**src/hdl/rhc_pkg.sv**
```systemverilog
// ----------------------------------------------------------------------------
// RGB to HSV converter package
// Shared widths, constants, sector codes and item types of the converter.
// ----------------------------------------------------------------------------
package rhc_pkg;

    localparam int CHAN_W = 8;
    localparam int RGB_W  = 3 * CHAN_W;
    localparam int HUE_W  = 15;
    localparam int SAT_W  = 13;

    localparam int DIV_NW = 21;
    localparam int DIV_QW = 13;

    localparam int HUE_SECTOR = 3840;
    localparam int HUE_FULL   = 23040;
    localparam int OFFS_GREEN = 7680;
    localparam int OFFS_BLUE  = 15360;
    localparam int PERCENT    = 6400;

    localparam int              BRI_MW    = 34;
    localparam logic [BRI_MW-1:0] BRI_MUL = 34'd13474412800;
    localparam int              BRI_PW    = CHAN_W + BRI_MW;
    localparam int              BRI_SHIFT = 29;

    localparam int MQ_DEPTH   = 4;
    localparam int MQ_AW      = $clog2(MQ_DEPTH);
    localparam int OBUF_DEPTH = 32;
    localparam int OBUF_AW    = $clog2(OBUF_DEPTH);
    localparam int PIPE_LEN   = DIV_QW + 1;

    typedef enum logic [1:0] {
        SEC_GREY,
        SEC_RED,
        SEC_GREEN,
        SEC_BLUE
    } sector_t;

    typedef struct packed {
        sector_t             sector;
        logic                neg;
        logic [CHAN_W-1:0]   mag;
        logic [CHAN_W-1:0]   spread;
        logic [CHAN_W-1:0]   mx;
    } cls_t;

    typedef struct packed {
        logic [HUE_W-1:0] hue;
        logic [SAT_W-1:0] sat;
        logic [SAT_W-1:0] bri;
    } res_t;

endpackage

```
**src/hdl/rhc_front.sv**
```systemverilog
// ----------------------------------------------------------------------------
// RGB to HSV converter front end
// Accepts pixels, finds max, min, spread and the leading channel, and writes
// the classified item into the middle queue.
// ----------------------------------------------------------------------------
module rhc_front (
    input  logic                         push,
    input  logic [rhc_pkg::RGB_W-1:0]    rgb_word,
    output logic                         full,
    input  logic                         q_full,
    output logic                         q_wr,
    output rhc_pkg::cls_t                q_data
);
    import rhc_pkg::*;

    logic [CHAN_W-1:0] r;
    logic [CHAN_W-1:0] g;
    logic [CHAN_W-1:0] b;
    logic [CHAN_W-1:0] mx;
    logic [CHAN_W-1:0] mn;
    logic [CHAN_W-1:0] op_a;
    logic [CHAN_W-1:0] op_b;

    assign r = rgb_word[3*CHAN_W-1:2*CHAN_W];
    assign g = rgb_word[2*CHAN_W-1:CHAN_W];
    assign b = rgb_word[CHAN_W-1:0];

    always_comb
    begin
        mx = r;
        mn = r;
        if (g > mx)
        begin
            mx = g;
        end
        if (b > mx)
        begin
            mx = b;
        end
        if (g < mn)
        begin
            mn = g;
        end
        if (b < mn)
        begin
            mn = b;
        end

        q_data.mx     = mx;
        q_data.spread = mx - mn;
        if (mx == mn)
        begin
            q_data.sector = SEC_GREY;
            op_a          = g;
            op_b          = b;
        end
        else if (mx == r)
        begin
            q_data.sector = SEC_RED;
            op_a          = g;
            op_b          = b;
        end
        else if (mx == g)
        begin
            q_data.sector = SEC_GREEN;
            op_a          = b;
            op_b          = r;
        end
        else
        begin
            q_data.sector = SEC_BLUE;
            op_a          = r;
            op_b          = g;
        end
        q_data.neg = (op_a < op_b);
        q_data.mag = q_data.neg ? (op_b - op_a) : (op_a - op_b);
    end

    assign full = q_full;
    assign q_wr = push & ~q_full;

endmodule

```
**src/hdl/rhc_queue.sv**
```systemverilog
// ----------------------------------------------------------------------------
// RGB to HSV converter middle queue
// Short first-in first-out queue of classified items between front and back.
// ----------------------------------------------------------------------------
module rhc_queue (
    input  logic          clk,
    input  logic          rst_n,
    input  logic          wr_en,
    input  rhc_pkg::cls_t wr_data,
    output logic          full,
    input  logic          rd_en,
    output rhc_pkg::cls_t rd_data,
    output logic          empty
);
    import rhc_pkg::*;

    cls_t             mem_reg [MQ_DEPTH];
    logic [MQ_AW-1:0] wr_ptr_reg;
    logic [MQ_AW-1:0] wr_ptr_next;
    logic [MQ_AW-1:0] rd_ptr_reg;
    logic [MQ_AW-1:0] rd_ptr_next;
    logic [MQ_AW:0]   cnt_reg;
    logic [MQ_AW:0]   cnt_next;
    logic             do_wr;
    logic             do_rd;

    assign full    = (cnt_reg == (MQ_AW+1)'(MQ_DEPTH));
    assign empty   = (cnt_reg == '0);
    assign do_wr   = wr_en & ~full;
    assign do_rd   = rd_en & ~empty;
    assign rd_data = mem_reg[rd_ptr_reg];

    always_comb
    begin
        wr_ptr_next = do_wr ? wr_ptr_reg + 1'b1 : wr_ptr_reg;
        rd_ptr_next = do_rd ? rd_ptr_reg + 1'b1 : rd_ptr_reg;
        cnt_next    = cnt_reg;
        if (do_wr && !do_rd)
        begin
            cnt_next = cnt_reg + 1'b1;
        end
        else if (!do_wr && do_rd)
        begin
            cnt_next = cnt_reg - 1'b1;
        end
    end

    always_ff @(posedge clk or negedge rst_n)
    begin
        if (!rst_n)
        begin
            wr_ptr_reg <= '0;
            rd_ptr_reg <= '0;
            cnt_reg    <= '0;
        end
        else
        begin
            wr_ptr_reg <= wr_ptr_next;
            rd_ptr_reg <= rd_ptr_next;
            cnt_reg    <= cnt_next;
        end
    end

    always_ff @(posedge clk)
    begin
        if (do_wr)
        begin
            mem_reg[wr_ptr_reg] <= wr_data;
        end
    end

endmodule

```
**src/hdl/rhc_div.sv**
```systemverilog
// ----------------------------------------------------------------------------
// RGB to HSV converter divider
// Pipelined restoring divider of a 21-bit numerator by an 8-bit divisor,
// one quotient bit per stage.
// ----------------------------------------------------------------------------
module rhc_div (
    input  logic                         clk,
    input  logic [rhc_pkg::DIV_NW-1:0]   num,
    input  logic [rhc_pkg::CHAN_W-1:0]   den,
    output logic [rhc_pkg::DIV_QW-1:0]   quo
);
    import rhc_pkg::*;

    logic [DIV_NW-1:0] rem_reg [DIV_QW];
    logic [CHAN_W-1:0] den_reg [DIV_QW];
    logic [DIV_QW-1:0] quo_reg [DIV_QW];

    for (genvar k = 0; k < DIV_QW; k++)
    begin : g_stage
        logic [DIV_NW-1:0] rem_in;
        logic [CHAN_W-1:0] den_in;
        logic [DIV_QW-1:0] quo_in;
        logic [DIV_NW-1:0] trial;
        logic              fits;

        if (k == 0)
        begin : g_first
            assign rem_in = num;
            assign den_in = den;
            assign quo_in = '0;
        end
        else
        begin : g_next
            assign rem_in = rem_reg[k-1];
            assign den_in = den_reg[k-1];
            assign quo_in = quo_reg[k-1];
        end

        assign trial = DIV_NW'(den_in) << (DIV_QW - 1 - k);
        assign fits  = (rem_in >= trial);

        always_ff @(posedge clk)
        begin
            rem_reg[k] <= fits ? rem_in - trial : rem_in;
            den_reg[k] <= den_in;
            quo_reg[k] <= quo_in | (DIV_QW'(fits) << (DIV_QW - 1 - k));
        end
    end

    assign quo = quo_reg[DIV_QW-1];

endmodule

```
**src/hdl/rhc_back.sv**
```systemverilog
// ----------------------------------------------------------------------------
// RGB to HSV converter back end
// Takes classified items from the middle queue, divides for hue and
// saturation, scales the maximum for value and buffers the results.
// ----------------------------------------------------------------------------
module rhc_back (
    input  logic                        clk,
    input  logic                        rst_n,
    input  logic                        q_empty,
    input  rhc_pkg::cls_t               q_data,
    output logic                        q_take,
    input  logic                        pop,
    output logic                        empty,
    output logic [rhc_pkg::HUE_W-1:0]   hue,
    output logic [rhc_pkg::SAT_W-1:0]   saturation,
    output logic [rhc_pkg::SAT_W-1:0]   brightness
);
    import rhc_pkg::*;

    typedef struct packed {
        sector_t          sector;
        logic             neg;
        logic             mx_zero;
        logic [SAT_W-1:0] bri;
    } side_t;

    side_t             side_reg [PIPE_LEN];
    side_t             side_next;
    logic [PIPE_LEN-1:0] vld_reg;
    logic [DIV_NW-1:0] hue_num_reg;
    logic [DIV_NW-1:0] sat_num_reg;
    logic [CHAN_W-1:0] spread_reg;
    logic [CHAN_W-1:0] mx_reg;
    logic [BRI_PW-1:0] bri_prod;
    logic [DIV_QW-1:0] hue_quo;
    logic [DIV_QW-1:0] sat_quo;
    logic [HUE_W-1:0]  hue_q;
    res_t              res_next;
    side_t             last;

    res_t               obuf_mem [OBUF_DEPTH];
    logic [OBUF_AW-1:0] wr_ptr_reg;
    logic [OBUF_AW-1:0] rd_ptr_reg;
    logic [OBUF_AW:0]   obuf_cnt_reg;
    logic [OBUF_AW:0]   obuf_cnt_next;
    logic [OBUF_AW:0]   credit_reg;
    logic [OBUF_AW:0]   credit_next;
    logic               obuf_wr;
    logic               obuf_rd;

    assign q_take  = ~q_empty & (credit_reg != (OBUF_AW+1)'(OBUF_DEPTH));
    assign bri_prod = BRI_PW'(q_data.mx) * BRI_PW'(BRI_MUL);

    always_comb
    begin
        side_next.sector  = q_data.sector;
        side_next.neg     = q_data.neg;
        side_next.mx_zero = (q_data.mx == '0);
        side_next.bri     = bri_prod[BRI_SHIFT +: SAT_W];
    end

    always_ff @(posedge clk)
    begin
        side_reg[0] <= side_next;
        hue_num_reg <= DIV_NW'(q_data.mag) * DIV_NW'(HUE_SECTOR);
        sat_num_reg <= DIV_NW'(q_data.spread) * DIV_NW'(PERCENT);
        spread_reg  <= q_data.spread;
        mx_reg      <= q_data.mx;
        for (int k = 1; k < PIPE_LEN; k++)
        begin
            side_reg[k] <= side_reg[k-1];
        end
    end

    always_ff @(posedge clk or negedge rst_n)
    begin
        if (!rst_n)
        begin
            vld_reg <= '0;
        end
        else
        begin
            vld_reg <= {vld_reg[PIPE_LEN-2:0], q_take};
        end
    end

    rhc_div u_hue_div (
        .clk (clk),
        .num (hue_num_reg),
        .den (spread_reg),
        .quo (hue_quo)
    );

    rhc_div u_sat_div (
        .clk (clk),
        .num (sat_num_reg),
        .den (mx_reg),
        .quo (sat_quo)
    );

    assign last  = side_reg[PIPE_LEN-1];
    assign hue_q = HUE_W'(hue_quo);

    always_comb
    begin
        case (last.sector)
            SEC_RED:
            begin
                if (!last.neg)
                begin
                    res_next.hue = hue_q;
                end
                else if (hue_q == '0)
                begin
                    res_next.hue = '0;
                end
                else
                begin
                    res_next.hue = HUE_W'(HUE_FULL) - hue_q;
                end
            end
            SEC_GREEN:
            begin
                res_next.hue = last.neg ? HUE_W'(OFFS_GREEN) - hue_q
                                        : HUE_W'(OFFS_GREEN) + hue_q;
            end
            SEC_BLUE:
            begin
                res_next.hue = last.neg ? HUE_W'(OFFS_BLUE) - hue_q
                                        : HUE_W'(OFFS_BLUE) + hue_q;
            end
            default:
            begin
                res_next.hue = '0;
            end
        endcase
        res_next.sat = last.mx_zero ? '0 : SAT_W'(sat_quo);
        res_next.bri = last.bri;
    end

    assign obuf_wr = vld_reg[PIPE_LEN-1];
    assign empty   = (obuf_cnt_reg == '0);
    assign obuf_rd = pop & ~empty;

    always_comb
    begin
        obuf_cnt_next = obuf_cnt_reg;
        if (obuf_wr && !obuf_rd)
        begin
            obuf_cnt_next = obuf_cnt_reg + 1'b1;
        end
        else if (!obuf_wr && obuf_rd)
        begin
            obuf_cnt_next = obuf_cnt_reg - 1'b1;
        end
        credit_next = credit_reg;
        if (q_take && !obuf_rd)
        begin
            credit_next = credit_reg + 1'b1;
        end
        else if (!q_take && obuf_rd)
        begin
            credit_next = credit_reg - 1'b1;
        end
    end

    always_ff @(posedge clk or negedge rst_n)
    begin
        if (!rst_n)
        begin
            wr_ptr_reg   <= '0;
            rd_ptr_reg   <= '0;
            obuf_cnt_reg <= '0;
            credit_reg   <= '0;
        end
        else
        begin
            wr_ptr_reg   <= obuf_wr ? wr_ptr_reg + 1'b1 : wr_ptr_reg;
            rd_ptr_reg   <= obuf_rd ? rd_ptr_reg + 1'b1 : rd_ptr_reg;
            obuf_cnt_reg <= obuf_cnt_next;
            credit_reg   <= credit_next;
        end
    end

    always_ff @(posedge clk)
    begin
        if (obuf_wr)
        begin
            obuf_mem[wr_ptr_reg] <= res_next;
        end
    end

    assign hue        = obuf_mem[rd_ptr_reg].hue;
    assign saturation = obuf_mem[rd_ptr_reg].sat;
    assign brightness = obuf_mem[rd_ptr_reg].bri;

    a_credit_bound: assert property (@(posedge clk) disable iff (!rst_n)
        credit_reg <= (OBUF_AW+1)'(OBUF_DEPTH))
        else $error("Result credit exceeds the buffer depth.");

    a_no_overflow: assert property (@(posedge clk) disable iff (!rst_n)
        obuf_wr |-> (obuf_cnt_reg < (OBUF_AW+1)'(OBUF_DEPTH)))
        else $error("Result buffer written while full.");

    a_cnt_in_credit: assert property (@(posedge clk) disable iff (!rst_n)
        obuf_cnt_reg <= credit_reg)
        else $error("Buffered items exceed the issued items.");

    a_hue_range: assert property (@(posedge clk) disable iff (!rst_n)
        !empty |-> (hue < HUE_W'(HUE_FULL)))
        else $error("Hue of the waiting item is out of range.");

endmodule

```
**src/hdl/rgb_to_hsv_converter_top.sv**
```systemverilog
// ----------------------------------------------------------------------------
// RGB to HSV converter top level
// Converts packed 24-bit RGB pixels to hue, saturation and value in fixed
// point with 6 fraction bits.
// ----------------------------------------------------------------------------
// The converter takes one pixel per clock cycle while full is low and gives one
// result item per pixel in order. A pixel pushed into the middle queue reaches
// the result ports through the operand stage that takes it from the queue, the
// 13 stages of the two restoring dividers that form hue and saturation, and the
// write into the 32-entry result buffer.
// Items are sent into the dividers only while the result buffer has room
// reserved for them, so holding pop low fills that buffer and then the
// 4-entry middle queue before full rises.
module rgb_to_hsv_converter_top (
    input  logic                        clk,
    input  logic                        rst_n,
    input  logic                        push,
    output logic                        full,
    input  logic [rhc_pkg::RGB_W-1:0]   rgb_word,
    input  logic                        pop,
    output logic                        empty,
    output logic [rhc_pkg::HUE_W-1:0]   hue,
    output logic [rhc_pkg::SAT_W-1:0]   saturation,
    output logic [rhc_pkg::SAT_W-1:0]   brightness
);
    import rhc_pkg::*;

    cls_t wr_data;
    cls_t rd_data;
    logic q_wr;
    logic q_full;
    logic q_empty;
    logic q_take;

    rhc_front u_front (
        .push     (push),
        .rgb_word (rgb_word),
        .full     (full),
        .q_full   (q_full),
        .q_wr     (q_wr),
        .q_data   (wr_data)
    );

    rhc_queue u_queue (
        .clk     (clk),
        .rst_n   (rst_n),
        .wr_en   (q_wr),
        .wr_data (wr_data),
        .full    (q_full),
        .rd_en   (q_take),
        .rd_data (rd_data),
        .empty   (q_empty)
    );

    rhc_back u_back (
        .clk        (clk),
        .rst_n      (rst_n),
        .q_empty    (q_empty),
        .q_data     (rd_data),
        .q_take     (q_take),
        .pop        (pop),
        .empty      (empty),
        .hue        (hue),
        .saturation (saturation),
        .brightness (brightness)
    );

endmodule
```
**config.mk**
```make
export PLATFORM = sky130hd
export DESIGN_NAME = rgb_to_hsv_converter_top
export DESIGN_NICKNAME = d
export VERILOG_FILES = /design/src/hdl/rhc_pkg.sv /design/src/hdl/rhc_front.sv /design/src/hdl/rhc_queue.sv /design/src/hdl/rhc_div.sv /design/src/hdl/rhc_back.sv /design/src/hdl/rgb_to_hsv_converter_top.sv
export SDC_FILE = /design/constraint.sdc
export NUM_CORES = 2
export LEC_CHECK = 0
export BUFFER_PORTS_ARGS = -buffer_cell sky130_fd_sc_hd__clkbuf_2
export CORE_MARGIN = 2
export CORE_UTILIZATION = 67
export CTS_BUF_LIST = sky130_fd_sc_hd__clkbuf_8
export CTS_CLUSTER_DIAMETER = 50
export DETAILED_ROUTE_END_ITERATION = 8
export MAX_ROUTING_LAYER = met4
export PLACE_DENSITY = 0.84
export SYNTH_ARGS = -nofsm -noshare
export SYNTH_HDL_FRONTEND = slang
export SYNTH_SLANG_ARGS = --single-unit
```
**constraint.sdc**
```tcl
create_clock -name clk -period 11.3 [get_ports clk]
set_clock_uncertainty 0.2 [all_clocks]
set_input_delay 1.695 -clock clk [delete_from_list [all_inputs] [get_ports clk]]
set_output_delay 1.695 -clock clk [all_outputs]
set_load 0.02 [all_outputs]
```
==> impl_metrics.ini <==
[outcome]
status = complete, no violations

[floorplanning]
dieWidth_um = 383
rows = 139
start_util_pct = 67.3
dieArea_sq_mm = 0.147
core_area_sq_mm = 0.143
die_y_um = 383
io_pins = 71

[placement]
gp_congestion = 0.857
port_buffers = 70
dpl.hpwl_mm = 142

[synthesis]
ys_seq_area_share_pct = 66.5
synth_ff_type = edfxtp_1
synthTopCellsByArea = edfxtp_1 44%, dfxtp_1 21%, mux4_2 10%, ha_1 5.0%, xnor2_1 1.8%
synth.ff_latch_count = 2472
synth_area_per_cell_sq_um = 15.4
syn_inst = 6255
async_flop_share_pct = 1.74
synth_top_cell_by_area = edfxtp_1
synth_warnings = 0
synth_edf_count = 1420
synth.distinct_cells = 77
synth_nets = 6743
synth_area_sq_mm = 0.0961
yosysTopAreaCellShare_pct = 44.3

[final_layout]
final_cell_mix = 1,420 x edfxtp_1, 1,009 x dfxtp_1, 564 x inv_1
drive_gt1_share_pct = 18.0
syn_to_final_growth_pct = 10.8
multiInputGateArea_sq_mm = 0.0301
regArea_sq_mm = 0.0639
fillers = 7864
final_common_cell = edfxtp_1
largest_reg_flops = 1312
fin_nets = 7085

[critical_path]
startpoint = rgb_word[17]
start_kind = input pin
r2r_start = u_queue.rd_ptr_reg[0]
r2r_cells = 19
worstPathMaxFanout = 28
crit_arrival_ns = 10.24
cp-end-kind = flip-flop
reg2reg_slack_ns = 4.98
cp_common_cell = nor2_1
slowest_stage = nor2_2
slowest_delay_ns = 0.80
cp-endpoint = u_queue.mem_reg[0][23]
reg2reg_to = u_back.side_reg[0][12]
required_ns = 11.96
crit_type = in2reg

[clocking]
post-cts-setup-buffers = 0
root_buffer = clkbuf_8
cts_resized = 0
numCtsBuffers = 380
clk_latency_ns = 1.10
clock_sinks = 2472
h-tree-depth = 5
postCtsHoldBufs = 0
clkTransAtPathRegs_ns = 0.06
cts_tree = built
clockBufferDepth = 4

[detailed_routing]
dr.pass1.iters = 8
drt-wirelength-per-cell_um = 27.1
route.detailed.drc = 0
postRouteAntennaNets = 0
drt_iter0_markers = 6515
via_count = 55544
drt-vias-per-instance = 6.31
drt_wl_total_mm = 238

[global_route]
grt_pass1_wl_mm = 356
grt_remaining_overflow = 0
grt_usage_pct = 34.1
antenna_found_initial = 9
grt_pass1_vias = 57291
grt_max_degree = 141

[worst_hold_path]
min_path_type = reg2reg

[timing]
hold_viol_final = 0
fmax_ghz = 0.104
finalSetupTns_ns = 0
report.final.slew_viol_count = 0
final-setup-viol-count = 0
rsz0062_at_grt = false
slew_headroom_pct = 5.48
tightestPinTransition_ns = 1.41
finalCriticalPeriod_ns = 9.58
period_share_pct = 84.8

[flow_run]
drv_cap = 0
cell type report:
class	instances	share of cell area (%)
Sequential cell	2472	60.0
Inverter	448	1.58
Antenna cell	9	0.0211
Timing Repair Buffer	151	0.946
Multi-Input combinational cell	3144	28.2
Clock buffer	451	5.83
Tap cell	1903	2.23
Clock inverter	228	1.15
synth_stat cells (all sizes together) (43+ instances only):
| cell type | instances |
|---|---|
| nand4 | 49 |
| o21ai | 191 |
| xor2 | 134 |
| a21o | 69 |
| dfxtp | 1009 |
| nor2 | 341 |
| buf | 59 |
| nand3 | 65 |
| nor2b | 81 |
| fa | 72 |
| ha | 388 |
| a21boi | 50 |
| nand2b | 71 |
| inv | 447 |
| nor3 | 74 |
| dfrtp | 43 |
| a21oi | 275 |
| edfxtp | 1420 |
| mux4 | 437 |
| xnor2 | 202 |
| nand2 | 231 |
| clkbuf | 132 |
| nor4 | 50 |
| mux2 | 55 |
layer usage:
metal | GRT usage (%) | vias up | routed length (um) | part of all wire, %
li1 | - | 23807 | - | -
met1 | 38.9 | 27183 | 80300 | 34
met2 | 56.8 | 3591 | 121000 | 51
met3 | 7.16 | 963 | 22300 | 9.4
met4 | 18.5 | 0 | 15200 | 6.4
met5 | - | - | 0 | 0
kinds of logic after synthesis:
kind of cell    share of synthesized area, %
buf+inv                                 2.51
xor+xnor                                3.06
flops                                   66.5
mux                                     11.2
compound gates                          4.55
fa+ha+maj                               6.55
simple gates                            5.63
how the worst min path moves through the flow:
| stage | startpoint | endpoint | slack (ns) | cells past startpoint |
|---|---|---|---|---|
| after floorplan | u_back.side_reg[0][0] | u_back.side_reg[0][17] | 0.11 | 0 |
| after global placement | u_back.side_reg[0][36] | u_back.side_reg[0][53] | 0.11 | 0 |
| after detailed placement | u_back.side_reg[0][5] | u_back.side_reg[0][22] | 0.11 | 0 |
| after CTS | u_back.u_sat_div.quo_reg[3][12] | u_back.u_sat_div.quo_reg[4][12] | 0.08 | 0 |
| after global routing | u_back.u_sat_div.quo_reg[3][12] | u_back.u_sat_div.quo_reg[4][12] | 0.08 | 0 |
| final | u_back.u_sat_div.quo_reg[3][12] | u_back.u_sat_div.quo_reg[4][12] | 0.07 | 0 |
through the flow:
step                cell area [sq um]  worst slack, ns  hold WS, ns  cells  utilization, %
floorplan                       96100             2.22        0.110   6255               -
global placement                99100            0.854        0.109   8118            69.3
detailed placement              99100            0.806        0.112   8118            69.3
CTS                            107000             1.91       0.0764   8797            74.5
global route                   107000             1.00       0.0811   8805            74.5
finish                         107000             1.72       0.0651   8806            74.5
worst max-delay path, delay by kind of cell:
family | cells | cell delay, ns
AND/OR/NAND/NOR | 13 | 3.37
XOR/XNOR | 1 | 0.24
AO/OA/AOI/OAI | 13 | 3.15
adder cells (fa/ha/maj) | 4 | 1.46
buffers and inverters | 2 | 0.29
Power is left out: the tool's default activity adds up to more than one toggle a clock period on the data nets, which glitch-free logic cannot reach.
